### config.mk
export PLATFORM = sky130hd
export DESIGN_NAME = multichannel_heater_pwm_controller
export DESIGN_NICKNAME = d
export VERILOG_FILES = /design/src/design/hpc_pkg.sv /design/src/design/hpc_div.sv /design/src/design/hpc_dp.sv /design/src/design/hpc_ctrl.sv /design/src/design/multichannel_heater_pwm_controller.sv
export SDC_FILE = /design/constraint.sdc
export NUM_CORES = 2
export LEC_CHECK = 0
export ABC_AREA = 1
export BUFFER_PORTS_ARGS = -buffer_cell sky130_fd_sc_hd__buf_2
export CORE_ASPECT_RATIO = 0.5
export CORE_UTILIZATION = 40
export CTS_CLUSTER_DIAMETER = 80
export DETAILED_ROUTE_END_ITERATION = 16
export GPL_TIMING_DRIVEN = 0
export SLEW_MARGIN = 20
export SYNTH_ARGS = -nofsm -noshare
export SYNTH_HDL_FRONTEND = slang
export SYNTH_SLANG_ARGS = --single-unit
### constraint.sdc
create_clock -name clk -period 11.1 [get_ports clk]
set_input_delay 1.11 -clock clk [delete_from_list [all_inputs] [get_ports clk]]
set_output_delay 1.11 -clock clk [all_outputs]
set_load 0.005 [all_outputs]
### src/design/hpc_pkg.sv
// Shared types and constants for the multichannel heater PWM controller.
// No dependencies; imported by hpc_dp, hpc_ctrl and the top level (hpc_div does not use it).
package hpc_pkg;

  localparam int unsigned PCT_W   = 7;
  localparam int unsigned PEND_W  = 8;
  localparam int unsigned TIME_W  = 32;
  localparam int unsigned LEN_W   = 31;
  localparam int unsigned OFF_W   = 10;
  localparam int unsigned HEAT_W  = 10;
  localparam int unsigned MAXD_W  = 16;
  localparam int unsigned CIU_W   = 4;
  localparam int unsigned CNT_W   = 5;
  localparam int unsigned CFGI_W  = 4;
  localparam int unsigned IN_W    = 48;
  localparam int unsigned OUT_W   = 24;

  localparam logic [PEND_W-1:0] NONE_PENDING = 8'hFF;
  localparam logic [PCT_W-1:0]  FULL_PERCENT = 7'd100;
  localparam logic [CIU_W-1:0]  CIU_RESET    = 4'd10;
  localparam logic [MAXD_W-1:0] MAXD_RESET   = 16'd60000;

  localparam logic [CFGI_W-1:0] REG_CHANNELS_IN_USE = 4'd0;
  localparam logic [CFGI_W-1:0] REG_MAX_EXT_DUR     = 4'd1;

  typedef enum logic [2:0] {
    OP_TICK, OP_ON, OP_OFF, OP_SET_PWM, OP_STEP_DOWN, OP_ALL_ON, OP_ALL_OFF, OP_READ
  } op_t;

  typedef enum logic [2:0] {
    ST_IDLE, ST_SINGLE, ST_WALK, ST_DIV_WAIT, ST_CHECK, ST_RESTACK, ST_FINISH
  } state_t;

  typedef struct packed {
    logic load;      // capture input transaction
    logic use_ch;    // address the channel field instead of the walk index
    logic chan_upd;  // apply the op to the addressed channel
    logic div_start; // launch step-down division
    logic sum_clr;   // clear running phase sum
    logic rs_upd;    // write one restacked phase offset
    logic out_load;  // capture result
  } hpc_cmd_t;

  typedef struct packed {
    logic idx_end;   // walk index reached the active count
    logic need_div;  // addressed channel needs a division for step-down
    logic div_done;
    logic flag;      // a duty changed during this op
  } hpc_stat_t;

endpackage

### src/design/hpc_div.sv
// Restoring divider, one quotient bit per cycle, 16-bit dividend by 7-bit divisor.
// Self-contained; instantiated by hpc_dp.
module hpc_div (
  input  logic        clk,
  input  logic        rst_n,
  input  logic        start,
  input  logic [15:0] dividend,
  input  logic [6:0]  divisor,
  output logic        done,
  output logic [15:0] quotient
);
  logic        busy_r, busy_nxt;
  logic        done_r, done_nxt;
  logic [3:0]  cnt_r, cnt_nxt;
  logic [15:0] quo_r, quo_nxt;
  logic [6:0]  rem_r, rem_nxt;
  logic [6:0]  div_r, div_nxt;
  logic [7:0]  trial;
  logic [7:0]  trial_sub;

  assign trial     = {rem_r, quo_r[15]};
  assign trial_sub = trial - {1'b0, div_r};

  always_comb begin
    busy_nxt = busy_r;
    done_nxt = 1'b0;
    cnt_nxt  = cnt_r;
    quo_nxt  = quo_r;
    rem_nxt  = rem_r;
    div_nxt  = div_r;
    if (start) begin
      busy_nxt = 1'b1;
      cnt_nxt  = 4'd15;
      quo_nxt  = dividend;
      rem_nxt  = '0;
      div_nxt  = divisor;
    end else if (busy_r) begin
      if (trial >= {1'b0, div_r}) begin
        rem_nxt = trial_sub[6:0];
        quo_nxt = {quo_r[14:0], 1'b1};
      end else begin
        rem_nxt = trial[6:0];
        quo_nxt = {quo_r[14:0], 1'b0};
      end
      cnt_nxt = cnt_r - 4'd1;
      if (cnt_r == 4'd0) begin
        busy_nxt = 1'b0;
        done_nxt = 1'b1;
      end
    end
  end

  always_ff @(posedge clk) begin
    if (!rst_n) begin
      busy_r <= 1'b0;
      done_r <= 1'b0;
      cnt_r  <= '0;
    end else begin
      busy_r <= busy_nxt;
      done_r <= done_nxt;
      cnt_r  <= cnt_nxt;
    end
    quo_r <= quo_nxt;
    rem_r <= rem_nxt;
    div_r <= div_nxt;
  end

  assign done     = done_r;
  assign quotient = quo_r;
endmodule

### src/design/hpc_dp.sv
// Datapath: channel state arrays, time base, phase math, restacking, step-down divide.
// Depends on hpc_pkg and hpc_div.
module hpc_dp #(
  parameter int unsigned CHANNELS  = 10,
  parameter int unsigned PERIOD_MS = 1000,
  parameter int unsigned IW        = 4
) (
  input  logic                       clk,
  input  logic                       rst_n,
  input  hpc_pkg::hpc_cmd_t          cmd,
  input  logic [IW-1:0]              idx,
  output hpc_pkg::hpc_stat_t         stat,
  input  logic [hpc_pkg::IN_W-1:0]   in_data,
  input  logic                       cfg_we,
  input  logic [hpc_pkg::CFGI_W-1:0] cfg_idx,
  input  logic [hpc_pkg::MAXD_W-1:0] cfg_wdata,
  output logic [hpc_pkg::OUT_W-1:0]  out_data
);
  import hpc_pkg::*;

  localparam int unsigned AW = (CHANNELS > 1) ? $clog2(CHANNELS) : 1;
  localparam logic [10:0] P11 = 11'(PERIOD_MS);
  localparam logic [9:0]  P_LAST = 10'(PERIOD_MS - 1);
  localparam logic [9:0]  WRAP_REM = 10'((64'd1 << 32) % PERIOD_MS);

  logic [CIU_W-1:0]  ciu_r;
  logic [MAXD_W-1:0] maxd_r;
  op_t               op_r;
  logic [3:0]        ch_r;
  logic [PCT_W-1:0]  pin_r;
  logic [LEN_W-1:0]  dur_r;
  logic [TIME_W-1:0] time_r;
  logic [9:0]        tmod_r, tmod_nxt;
  logic              newp_r;
  logic              flag_r;
  logic [9:0]        sum_r;
  logic [PCT_W-1:0]  readv_r;
  logic [HEAT_W-1:0] oheat_r;
  logic [PCT_W-1:0]  opct_r;

  logic [PCT_W-1:0]  pct_r   [CHANNELS];
  logic [PEND_W-1:0] pend_r  [CHANNELS];
  logic [TIME_W-1:0] start_r [CHANNELS];
  logic [LEN_W-1:0]  len_r   [CHANNELS];
  logic [OFF_W-1:0]  off_r   [CHANNELS];
  logic [CHANNELS-1:0] drive_r;

  logic [9:0] ot_tab [128];
  for (genvar g = 0; g < 128; g++) begin : g_ot
    assign ot_tab[g] = 10'((g * PERIOD_MS) / 100);
  end

  function automatic logic [9:0] wrap_add(input logic [9:0] a, input logic [9:0] b);
    logic [10:0] s;
    s = {1'b0, a} + {1'b0, b};
    if (s >= P11) s = s - P11;
    return s[9:0];
  endfunction

  logic [CNT_W-1:0] n_act;
  logic [AW-1:0]    addr;
  logic             ch_valid;
  logic [PCT_W-1:0]  cur_pct, np;
  logic [PEND_W-1:0] cur_pend, npend;
  logic [TIME_W-1:0] cur_start, nstart;
  logic [LEN_W-1:0]  cur_len, nlen;
  logic [OFF_W-1:0]  cur_off, eff_off;
  logic [TIME_W-1:0] elapsed;
  logic              expired;
  logic              upd_ok, changed, bit_v;
  logic [10:0]       diff_a, diff_b;
  logic [9:0]        d_a, d_b, k, d_v;
  logic              div_done;
  logic [15:0]       quo;
  logic [16:0]       ext_sum;
  logic [HEAT_W+CHANNELS-1:0] heat_ext;

  assign n_act    = ({1'b0, ciu_r} > CNT_W'(CHANNELS)) ? CNT_W'(CHANNELS) : {1'b0, ciu_r};
  assign ch_valid = {1'b0, ch_r} < n_act;
  assign addr     = cmd.use_ch ? AW'(ch_r) : idx[AW-1:0];

  assign cur_pct   = pct_r[addr];
  assign cur_pend  = pend_r[addr];
  assign cur_start = start_r[addr];
  assign cur_len   = len_r[addr];
  assign cur_off   = off_r[addr];

  assign elapsed = time_r - cur_start;
  assign expired = elapsed >= {1'b0, cur_len};
  assign ext_sum = {1'b0, cur_len[15:0]} + {1'b0, quo};

  hpc_div u_div (
    .clk      (clk),
    .rst_n    (rst_n),
    .start    (cmd.div_start),
    .dividend (cur_len[15:0]),
    .divisor  (cur_pct - 7'd1),
    .done     (div_done),
    .quotient (quo)
  );

  // next channel values for the addressed channel
  always_comb begin
    np     = cur_pct;
    npend  = cur_pend;
    nstart = cur_start;
    nlen   = cur_len;
    unique case (op_r) inside
      OP_TICK: begin
        if (expired) begin
          np    = '0;
          npend = NONE_PENDING;
        end
        if (newp_r && npend != NONE_PENDING) begin
          np    = npend[PCT_W-1:0];
          npend = NONE_PENDING;
        end
      end
      OP_ON, OP_ALL_ON: begin
        nlen   = dur_r;
        nstart = time_r;
        np     = FULL_PERCENT;
      end
      OP_OFF, OP_ALL_OFF: begin
        nlen = '0;
        np   = '0;
      end
      OP_SET_PWM: begin
        if (pin_r <= FULL_PERCENT) begin
          nlen   = dur_r;
          nstart = time_r;
          npend  = {1'b0, pin_r};
        end
      end
      OP_STEP_DOWN: begin
        if (cur_pct > 7'd1) begin
          np = cur_pct - 7'd1;
          if (cur_len >= {15'd0, maxd_r}) nlen = {15'd0, maxd_r};
          else if (ext_sum >= {1'b0, maxd_r}) nlen = {15'd0, maxd_r};
          else nlen = {14'd0, ext_sum};
        end else begin
          np   = '0;
          nlen = '0;
        end
      end
      default: ;
    endcase
  end

  assign upd_ok  = cmd.chan_upd && (!cmd.use_ch || ch_valid);
  assign changed = np != cur_pct;

  // phase of the addressed channel against the current time
  assign eff_off = (flag_r || changed) ? sum_r : cur_off;
  assign diff_a  = {1'b0, tmod_r} - {1'b0, eff_off};
  assign d_a     = diff_a[10] ? 10'(diff_a + P11) : diff_a[9:0];
  assign k       = eff_off - time_r[9:0];
  assign diff_b  = {1'b0, WRAP_REM} - {1'b0, k};
  assign d_b     = diff_b[10] ? 10'(diff_b + P11) : diff_b[9:0];
  assign d_v     = (time_r < {22'd0, eff_off}) ? d_b : d_a;
  assign bit_v   = (np != '0) && (d_v < ot_tab[np]);

  assign tmod_nxt = (time_r == '1) ? 10'd0 : ((tmod_r == P_LAST) ? 10'd0 : tmod_r + 10'd1);

  always_ff @(posedge clk) begin
    if (!rst_n) begin
      ciu_r   <= CIU_RESET;
      maxd_r  <= MAXD_RESET;
      op_r    <= OP_TICK;
      time_r  <= '0;
      tmod_r  <= '0;
      newp_r  <= 1'b0;
      flag_r  <= 1'b0;
      sum_r   <= '0;
      readv_r <= '0;
      drive_r <= '0;
      for (int i = 0; i < CHANNELS; i++) begin
        pct_r[i]   <= '0;
        pend_r[i]  <= NONE_PENDING;
        start_r[i] <= '0;
        len_r[i]   <= '0;
        off_r[i]   <= '0;
      end
    end else begin
      if (cfg_we) begin
        unique case (cfg_idx)
          REG_CHANNELS_IN_USE: ciu_r  <= cfg_wdata[CIU_W-1:0];
          REG_MAX_EXT_DUR:     maxd_r <= cfg_wdata;
          default: ;
        endcase
      end
      if (cmd.load) begin
        op_r    <= op_t'(in_data[2:0]);
        flag_r  <= 1'b0;
        sum_r   <= '0;
        readv_r <= '0;
        if (op_t'(in_data[2:0]) == OP_TICK) begin
          time_r <= time_r + 32'd1;
          tmod_r <= tmod_nxt;
          newp_r <= tmod_nxt == 10'd0;
        end
      end
      if (cmd.sum_clr) sum_r <= '0;
      if (upd_ok) begin
        pct_r[addr]   <= np;
        pend_r[addr]  <= npend;
        start_r[addr] <= nstart;
        len_r[addr]   <= nlen;
        if (changed) flag_r <= 1'b1;
        if (op_r == OP_READ) readv_r <= cur_pct;
        if (op_r == OP_TICK) begin
          drive_r[addr] <= bit_v;
          sum_r         <= wrap_add(sum_r, ot_tab[np]);
        end
      end
      if (cmd.rs_upd) begin
        off_r[addr] <= sum_r;
        sum_r       <= wrap_add(sum_r, ot_tab[cur_pct]);
      end
    end
  end

  always_ff @(posedge clk) begin
    if (cmd.load) begin
      ch_r  <= in_data[6:3];
      pin_r <= in_data[13:7];
      dur_r <= in_data[45] ? '0 : in_data[44:14];
    end
    if (cmd.out_load) begin
      oheat_r <= heat_ext[HEAT_W-1:0];
      opct_r  <= readv_r;
    end
  end

  assign heat_ext = {{HEAT_W{1'b0}}, drive_r};
  assign out_data = {7'd0, opct_r, oheat_r};

  assign stat.idx_end  = CNT_W'(idx) >= n_act;
  assign stat.need_div = (op_r == OP_STEP_DOWN) && (cur_pct > 7'd1)
                         && (cur_len < {15'd0, maxd_r});
  assign stat.div_done = div_done;
  assign stat.flag     = flag_r;
endmodule

### src/design/hpc_ctrl.sv
// Controller state machine: sequences channel walks, divides, restacks and output.
// Depends on hpc_pkg.
module hpc_ctrl #(
  parameter int unsigned CHANNELS = 10,
  parameter int unsigned IW       = 4
) (
  input  logic               clk,
  input  logic               rst_n,
  input  logic               in_valid,
  output logic               in_ready,
  input  hpc_pkg::op_t       in_op,
  output logic               out_valid,
  input  logic               out_ready,
  input  hpc_pkg::hpc_stat_t stat,
  output hpc_pkg::hpc_cmd_t  cmd,
  output logic [IW-1:0]      idx
);
  import hpc_pkg::*;

  state_t        state_r, state_nxt;
  logic [IW-1:0] idx_r, idx_nxt;
  logic          ov_r, ov_nxt;

  always_ff @(posedge clk) begin
    if (!rst_n) begin
      state_r <= ST_IDLE;
      idx_r   <= '0;
      ov_r    <= 1'b0;
    end else begin
      state_r <= state_nxt;
      idx_r   <= idx_nxt;
      ov_r    <= ov_nxt;
    end
  end

  always_comb begin
    state_nxt = state_r;
    idx_nxt   = idx_r;
    cmd       = '0;
    in_ready  = 1'b0;
    ov_nxt    = ov_r && !out_ready;
    unique case (state_r)
      ST_IDLE: begin
        in_ready = 1'b1;
        if (in_valid) begin
          cmd.load = 1'b1;
          idx_nxt  = '0;
          unique case (in_op) inside
            OP_TICK, OP_STEP_DOWN, OP_ALL_ON, OP_ALL_OFF: state_nxt = ST_WALK;
            default: state_nxt = ST_SINGLE;
          endcase
        end
      end
      ST_SINGLE: begin
        cmd.use_ch   = 1'b1;
        cmd.chan_upd = 1'b1;
        state_nxt    = ST_CHECK;
      end
      ST_WALK: begin
        if (stat.idx_end) begin
          state_nxt = ST_CHECK;
        end else if (stat.need_div) begin
          cmd.div_start = 1'b1;
          state_nxt     = ST_DIV_WAIT;
        end else begin
          cmd.chan_upd = 1'b1;
          idx_nxt      = idx_r + 1'b1;
        end
      end
      ST_DIV_WAIT: begin
        if (stat.div_done) begin
          cmd.chan_upd = 1'b1;
          idx_nxt      = idx_r + 1'b1;
          state_nxt    = ST_WALK;
        end
      end
      ST_CHECK: begin
        idx_nxt = '0;
        if (stat.flag) begin
          cmd.sum_clr = 1'b1;
          state_nxt   = ST_RESTACK;
        end else begin
          state_nxt = ST_FINISH;
        end
      end
      ST_RESTACK: begin
        if (stat.idx_end) begin
          state_nxt = ST_FINISH;
        end else begin
          cmd.rs_upd = 1'b1;
          idx_nxt    = idx_r + 1'b1;
        end
      end
      ST_FINISH: begin
        if (!ov_r || out_ready) begin
          cmd.out_load = 1'b1;
          ov_nxt       = 1'b1;
          state_nxt    = ST_IDLE;
        end
      end
      default: state_nxt = ST_IDLE;
    endcase
  end

  assign idx       = idx_r;
  assign out_valid = ov_r;

  a_idx_bound: assert property (@(posedge clk) disable iff (!rst_n)
    idx_r <= IW'(CHANNELS)) else $error("walk index beyond channel count");
  a_load_finish: assert property (@(posedge clk) disable iff (!rst_n)
    cmd.out_load |-> state_r == ST_FINISH) else $error("result captured outside finish");
  a_div_wait: assert property (@(posedge clk) disable iff (!rst_n)
    cmd.div_start |=> state_r == ST_DIV_WAIT) else $error("divide launched without wait");
  a_out_hold: assert property (@(posedge clk) disable iff (!rst_n)
    (state_r == ST_FINISH && ov_r && !out_ready) |=> state_r == ST_FINISH)
    else $error("result overwritten while pending");
endmodule

### src/design/multichannel_heater_pwm_controller.sv
// Top level of the multichannel heater PWM controller.
// Depends on hpc_pkg, hpc_ctrl, hpc_dp (which holds hpc_div).
//
// One transaction in gives exactly one result out. An input is taken only while
// the controller is idle; a finished result sits in an output register so the next
// input can be taken while the result waits. Single-channel ops address one
// channel; ticks, step-down and all-channel ops walk N = min(channels_in_use,
// CHANNELS) channels, and any op that changes a duty adds a restack of phase
// offsets over those N channels. Step-down runs the serial divider once per
// channel whose duty is above one percent and whose on-time lies under the cap.
// Ticks are expected once per ms.
// Config writes are always ready and are meant to happen only while idle.
module multichannel_heater_pwm_controller #(
  parameter int unsigned CHANNELS  = 10,
  parameter int unsigned PERIOD_MS = 1000
) (
  input  logic                       clk,
  input  logic                       rst_n,
  // tdata: opcode[2:0], channel[6:3], duty_percent[13:7], on_time_ms[45:14]
  input  logic                       in_tvalid,
  output logic                       in_tready,
  input  logic [hpc_pkg::IN_W-1:0]   in_tdata,
  // tdata: heater_bits[9:0], percent_read[16:10]
  output logic                       out_tvalid,
  input  logic                       out_tready,
  output logic [hpc_pkg::OUT_W-1:0]  out_tdata,
  input  logic                       cfg_valid,
  output logic                       cfg_ready,
  input  logic [hpc_pkg::CFGI_W-1:0] cfg_index,
  input  logic [hpc_pkg::MAXD_W-1:0] cfg_data
);
  import hpc_pkg::*;

  localparam int unsigned IW = $clog2(CHANNELS + 1);

  hpc_cmd_t      cmd;
  hpc_stat_t     stat;
  logic [IW-1:0] idx;

  assign cfg_ready = 1'b1;

  hpc_ctrl #(
    .CHANNELS (CHANNELS),
    .IW       (IW)
  ) u_ctrl (
    .clk       (clk),
    .rst_n     (rst_n),
    .in_valid  (in_tvalid),
    .in_ready  (in_tready),
    .in_op     (op_t'(in_tdata[2:0])),
    .out_valid (out_tvalid),
    .out_ready (out_tready),
    .stat      (stat),
    .cmd       (cmd),
    .idx       (idx)
  );

  hpc_dp #(
    .CHANNELS  (CHANNELS),
    .PERIOD_MS (PERIOD_MS),
    .IW        (IW)
  ) u_dp (
    .clk       (clk),
    .rst_n     (rst_n),
    .cmd       (cmd),
    .idx       (idx),
    .stat      (stat),
    .in_data   (in_tdata),
    .cfg_we    (cfg_valid),
    .cfg_idx   (cfg_index),
    .cfg_wdata (cfg_data),
    .out_data  (out_tdata)
  );
endmodule
# After elaboration in Yosys (flattened, before gate mapping)
# Memories as Yosys holds them, arrays and structs flattened.
# Index checks and enable logic that the tools add are counted.
dict set report classes {
  addsub 17
  n_mul 0
  n_div 0
  order_cmp 18
  eq_ne 29
  shifts 0
  mux 109
  bitwise_logic 4
  reduce_logical 37
}
# op n
set op_table {}
lappend op_table {{2-to-1 mux 10 bit} 18}
lappend op_table {{2-to-1 mux 31 bit} 4}
lappend op_table {{case mux 31 bit (4 select lines)} 1}
lappend op_table {{2-to-1 mux 32 bit} 2}
lappend op_table {{case mux 32 bit (2 select lines)} 1}
lappend op_table {{2-to-1 mux 4 bit} 14}
lappend op_table {{2-to-1 mux 7 bit} 8}
lappend op_table {{2-to-1 mux 8 bit} 5}
lappend op_table {{2-to-1 mux 1 bit} 37}
lappend op_table {{adder 32 x 1 -> 32 bit (second input constant)} 1}
lappend op_table {{== test 32 bit (second input constant)} 1}
lappend op_table {{>= comparator 32 x 31 -> 1 bit} 1}
lappend op_table {{less-than comparator 32 x 10 -> 1 bit} 1}
lappend op_table {{2-to-1 mux 16 bit} 2}
lappend op_table {{OR reduction 32 bit} 1}
lappend op_table {{subtractor 32 bit} 1}
lappend op_table {{>= comparator 31 x 16 -> 1 bit} 1}
lappend op_table {{less-than comparator 31 x 16 -> 1 bit} 1}
lappend op_table {{OR reduction 31 bit} 1}
lappend op_table {{== test 3 bit (second input constant)} 10}
lappend op_table {{case mux 7 bit (4 select lines)} 1}
lappend op_table {{adder 10 x 10 -> 11 bit} 2}
lappend op_table {{>= comparator 11 x 10 -> 1 bit (second input constant)} 2}
lappend op_table {{case mux 3 bit (7 select lines)} 1}
lappend op_table {{other kinds (59)} 97}
dict set report totals {
  regBits 197
  latch_bits 0
  mem_bits_rw 880
  rom_bits 2560
  word_cells 245
  mem_count 7
}
# name depth width rd rd_clocked_by_memory_dff write_ports line
set mem_list {}
lappend mem_list {{(no name shown)} 128 10 1 0 0 hpc_dp.sv:213} ;# sum_r <= wrap_add(sum_r, ot_tab[np]);
lappend mem_list {{(no name shown)} 128 10 1 0 0 hpc_dp.sv:218} ;# sum_r <= wrap_add(sum_r, ot_tab[cur_pct]);
lappend mem_list {u_dp.start_r 10 32 1 0 10 hpc_dp.sv:43} ;# logic [TIME_W-1:0] start_r [CHANNELS];
lappend mem_list {u_dp.len_r 10 31 1 0 10 hpc_dp.sv:44} ;# logic [LEN_W-1:0] len_r [CHANNELS];
lappend mem_list {u_dp.off_r 10 10 1 0 10 hpc_dp.sv:45} ;# logic [OFF_W-1:0] off_r [CHANNELS];
lappend mem_list {u_dp.pend_r 10 8 1 0 10 hpc_dp.sv:42} ;# logic [PEND_W-1:0] pend_r [CHANNELS];
lappend mem_list {{+1 memories} - - - - - -}

# Longest topological paths before layout
# An unclocked memory read counts as a cell.
dict set report depth {
  ltp_word 23
  depth_mapped 95
  depth_no_buf 87
}

# Hierarchy
# A second synthesis with hierarchy kept.
dict set report hier_totals {
  hier_cells 6572
  area_unflattened_um2 73386.6
}
# module n_inst cells_per_inst area_per_inst_um2
set modules_own_cells {}
lappend modules_own_cells {hpc_dp 1 6265 70801.7}
lappend modules_own_cells {hpc_div 1 186 1843.0}
lappend modules_own_cells {hpc_ctrl 1 119 730.7}
lappend modules_own_cells {multichannel_heater_pwm_controller 1 2 11.3}

# Worst setup path before layout
# No wires, ideal clock.
dict set report synth_timing {
  kind {reg2reg}
  from {reg u_ctrl.state_r[1]}
  to {reg u_dp.drive_r[0]}
  setup_ns 0.070
  arrival_ns 12.090
  required_ns 11.030
  setup_slack_ns -1.060
  stages_incl_launch_ff 93
  synth_period_minus_slack_ns 12.160
  cell_sequence {dfxtp_1 > inv_2 > nand3_4 > nand2_4 > nand2_8 > nor2_2 > buf_6 > buf_2 > buf_2 > buf_1 > clkbuf_1 > inv_1 > buf_2 > buf_1 > o221ai_1 > a221oi_1 > ha_1 > fa_1 > [57 not listed] > nor2_1 > xor2_1 > nand2_1 > inv_1 > nor2_1 > nand2_1 > nor2_1 > nand2_1 > nor2_1 > o21ai_0 > nand2_1 > inv_1 > ha_1 > nand2_1 > nor2_1 > a211oi_1 > nand4_1 > a21oi_1}
}
dict set report synth_between {
  elab_chain_cells 23
  elab_cells_between_ends 57
}
# element line
set synth_rtl {}
lappend synth_rtl {{from (decl)} hpc_ctrl.sv:20} ;# state_t state_r, state_nxt;
lappend synth_rtl {{from (signal assigned)} hpc_ctrl.sv:30} ;# state_r <= state_nxt;
lappend synth_rtl {{== test 3 x 1 -> 1 bit} hpc_ctrl.sv:42} ;# unique case (state_r)
lappend synth_rtl {{2-to-1 mux 1 bit} hpc_ctrl.sv:42}
lappend synth_rtl {{2-to-1 mux 4 bit} hpc_dp.sv:80} ;# assign addr = cmd.use_ch ? AW'(ch_r) : idx[AW-1:0];
lappend synth_rtl {{memory (10 x 32 bit)} -}
lappend synth_rtl {{subtractor 32 bit} hpc_dp.sv:88} ;# assign elapsed = time_r - cur_start;
lappend synth_rtl {{>= comparator 32 x 31 -> 1 bit} hpc_dp.sv:89} ;# assign expired = elapsed >= {1'b0, cur_len};
lappend synth_rtl {{2-to-1 mux 8 bit} hpc_dp.sv:110} ;# if (expired) begin
lappend synth_rtl {{2-to-1 mux 8 bit} hpc_dp.sv:108} ;# unique case (op_r) inside
lappend synth_rtl {{[7 not listed]} -}
lappend synth_rtl {{subtractor 10 bit} hpc_dp.sv:157} ;# assign k = eff_off - time_r[9:0];
lappend synth_rtl {{subtractor 9 x 10 -> 11 bit} hpc_dp.sv:158} ;# assign diff_b = {1'b0, WRAP_REM} - {1'b0, k};
lappend synth_rtl {{adder 10 bit} hpc_dp.sv:159} ;# assign d_b = diff_b[10] ? 10'(diff_b + P11) : diff_b[9:0];
lappend synth_rtl {{2-to-1 mux 10 bit} hpc_dp.sv:159}
lappend synth_rtl {{2-to-1 mux 10 bit} hpc_dp.sv:160} ;# assign d_v = (time_r < {22'd0, eff_off}) ? d_b : d_a;
lappend synth_rtl {{less-than comparator 10 bit} hpc_dp.sv:161} ;# assign bit_v = (np != '0) && (d_v < ot_tab[np]);
lappend synth_rtl {{logical AND 1 bit} hpc_dp.sv:161}
lappend synth_rtl {{bitwise mux 10 bit} hpc_dp.sv:212} ;# drive_r[addr] <= bit_v;
lappend synth_rtl {{to (signal, indexed assignment)} hpc_dp.sv:212}
lappend synth_rtl {{to (decl)} hpc_dp.sv:46} ;# logic [CHANNELS-1:0] drive_r;
# Parallel ways exist; a longest one is shown, timed or not. The select of a mux whose other input is x is not followed.
# A chain may end at the register's enable or synchronous reset.

# Final worst setup path
dict set report layout_timing {
  from {reg u_ctrl.state_r[1]}
  to {reg u_dp.drive_r[4]}
}
# Same word-level chain as after synthesis.

==> flow_summary.json <==
{
  "status": "finished, violations left",
  "violations": "negative setup slack",
  "die_w_um": 607,
  "finalSetupViolCount": 10,
  "path_clk_slew_ns": 0.06,
  "drv_slew": 0,
  "placementRows": 110,
  "finalHoldViolations": 0,
  "fin_worst_skew_ns": 0.0589,
  "r2r_setup_slack_ns": -1.09,
  "drc_errors": 0,
  "wl_per_cell_um": 28.3,
  "final_cell_area_mm2": 0.0859,
  "fin_crit_sh_pct": 110,
  "num_vias": 57100,
  "path_max_fanout": 10,
  "syn_inst": 6703,
  "netlist_top_cells_area": "edfxtp_1 (61%), nor2_1 (5.7%), nand2_1 (5.0%)",
  "crit_required_ns": 11.80,
  "min_period_ns": 12.19,
  "power.density_mw_per_mm2": 326,
  "avgSynthCellArea_um2": 10.9,
  "ys_seq_elements": 1605,
  "reg2reg_from": "u_ctrl.state_r[1]",
  "crit_path_max_incr_delay_ns": 0.42,
  "num-nets-final": 7413,
  "portBuffers": 89,
  "dp_hpwl_um": 190000,
  "cp.arrival_ns": 12.89,
  "worst_setup_path_start_kind": "register",
  "yosysSeqAreaShare_pct": 64.2,
  "cts_root_buf": "clkbuf_16",
  "worstSkewPairLatency_ns": 0.85,
  "start_util_pct": 40.5,
  "vias_per_cell": 5.91,
  "critical-path-top-delay-family": "simple AND/OR/NAND/NOR gates",
  "detail-route-antenna-nets": 0,
  "synth_edf_count": 1490,
  "syn2layout_area_growth_pct": 17.3,
  "multi_input_area_mm2": 0.0235,
  "rr_worst_depth": 85,
  "grtUsageTotal_pct": 28.9,
  "async_flop_share_pct": 0,
  "num-fill-cells": 16400,
  "cp_common_cell": "nand2_1",
  "cts-buffers-inserted": 150,
  "die_h_um": 305,
  "rsz0062_at_grt": "yes",
  "yosysMostFrequentCell": "edfxtp_1",
  "synth_area_mm2": 0.0733,
  "synth_top_cell_area_share_pct": 61.0,
  "r2r_end": "u_dp.drive_r[4]",
  "cp-endpoint": "u_dp.drive_r[4]",
  "grt_pass1_wl_um": 385000,
  "wl_um": 274000,
  "worstSetupPathType": "register to register",
  "critPathBufInv": 20,
  "p_leak_nw": 31.5,
  "dieArea_mm2": 0.185,
  "crit_cells": 85,
  "grt_antenna_before_repair": 10,
  "crit_slowest_cell": "fa_1",
  "htree_levels": 4,
  "gp_congestion": 0.963,
  "final_util_pct": 47.5,
  "core_area_mm2": 0.181,
  "fmax_mhz": 82.0,
  "irDropWorstVdd_mv": 0.568,
  "grt_pass1_vias": 53800,
  "cts.sinks": 1605,
  "fin_ws_ns": -1.09,
  "drt_iter0_markers": 8740,
  "place_area_mm2": 0.0787,
  "cts_hold_repair.buffers": 0,
  "synth.distinct_cells": 70,
  "clockBufferDepth": 3,
  "grt_overflow_total": 0,
  "synth_warnings": 0,
  "max_slew_margin_pct": 13.3,
  "crit_path_start": "u_ctrl.state_r[1]",
  "yosysTopAreaCell": "edfxtp_1",
  "grt_start_max_net_pins": 40,
  "seqCellArea_mm2": 0.0471,
  "synthFlopType": "edfxtp_1",
  "io_pins": 100,
  "dr.pass1.iters": 6,
  "maxCapViolCount": 0,
  "layout-drive-gt1-share_pct": 12.5,
  "end_kind": "register",
  "synth_common_cells": "edfxtp_1 (1,490), nor2_1 (1,110), nand2_1 (971)",
  "hold_path_class": "register to register",
  "worst_pin_slew_ns": 1.30,
  "cts_tree": "built"
}
## how the worst min path moves through the flow
stage | from | cells after the start | slack (ns) | to
2_1_floorplan | u_dp.drive_r[0] | 0 | 0.40 | u_dp.oheat_r[0]
3_3_place_gp | u_dp.drive_r[8] | 0 | 0.41 | u_dp.oheat_r[8]
3_5_place_dp | u_dp.drive_r[8] | 0 | 0.41 | u_dp.oheat_r[8]
4_1_cts | u_dp.drive_r[8] | 0 | 0.43 | u_dp.oheat_r[8]
5_1_grt | u_dp.drive_r[5] | 0 | 0.44 | u_dp.oheat_r[5]
6_report | u_dp.drive_r[8] | 0 | 0.43 | u_dp.oheat_r[8]
## cells in the final DEF, fill, tap and decap left out, types with 161 or more instances in the layout
cell,instances
ha_1,187
a22oi_1,447
a21oi_1,279
o21ai_0,296
clkbuf_16,161
nor2_1,1089
clkbuf_1,167
edfxtp_1,1490
inv_1,472
nand2_1,946
buf_2,179
o22ai_1,217
## per-stage QoR
step                      worst slack [ns]  TNS (ns)  power [mW]  hold slack, ns  cells
after floorplan                    0.00255         0        15.6           0.403   6709
after global placement              -10.28  -5367.63        20.2           0.413   9206
after detailed placement             -5.51   -104.34        20.3           0.413   9277
after CTS                           -0.764     -7.47        27.1           0.430   9641
after global routing                 -1.72    -18.74        29.4           0.437   9666
final                                -1.09    -10.71        28.0           0.429   9670
## per-layer routing
layer / wire [um] / share of wire (%) / vias to the layer above / global-route usage, %
met5: 116 / 0.042 / - / 0
met4: 11900 / 4.4 / 6 / 11.3
met3: 36100 / 13 / 600 / 8.39
met2: 115000 / 42 / 3572 / 42.5
met1: 111000 / 40 / 28100 / 40.3
li1: - / - / 24800 / -
## flip-flops by register name, indices dropped and copies added, names as in the netlist, 7 cells and up
| signal | flops |
|---|---|
| u_dp.u_div.quotient | 16 |
| u_dp.u_div.div_r | 7 |
| u_dp.tmod_r | 10 |
| u_dp.drive_r | 10 |
| u_dp.start_r | 512 |
| u_dp.u_div.rem_r | 7 |
| u_dp.off_r | 160 |
| u_dp.oheat_r | 10 |
| u_dp.pin_r | 7 |
| u_dp.pend_r | 128 |
| u_dp.opct_r | 7 |
| u_dp.readv_r | 7 |
| u_dp.time_r | 32 |
| u_dp.sum_r | 10 |
| u_dp.dur_r | 31 |
| u_dp.pct_r | 112 |
| u_dp.len_r | 496 |
| u_dp.maxd_r | 16 |
## power by group
part	switching [mW]	internal [mW]
combinational	10.4	4.93
sequential	0.177	7.19
clock	2.45	2.84
## final cells by class
type	count	area share, %
Multi-Input combinational cell	4223	27.4
Tap cell	2408	3.51
Timing Repair Buffer	291	3.71
Buffer	330	2.55
Clock inverter	73	1.01
Inverter	538	2.38
Clock buffer	197	4.69
Antenna cell	5	0.0146
Sequential cell	1605	54.8
## cell families (layout without fill, tap and decap cells)
group / after synthesis / in the layout / share of synthesized area [%]
simple gates: 2447 / 2448 / 13.7
flops: 1605 / 1605 / 64.2
compound gates: 1463 / 1463 / 12.5
buf+inv: 882 / 1429 / 4.83
fa+ha+maj: 201 / 201 / 3.50
xor+xnor: 103 / 103 / 1.23
other cells: 2 / 13 / 0.0102
## what timing repair did
item / 4_1_cts / 5_1_grt
gates resized for setup: 235 / 84
gates cloned: 7 / 0
pin swaps: 56 / 39
setup buffers: 101 / 25
endpoints found under the setup margin: 107 / 17
Power figures use the tool's default switching activity.
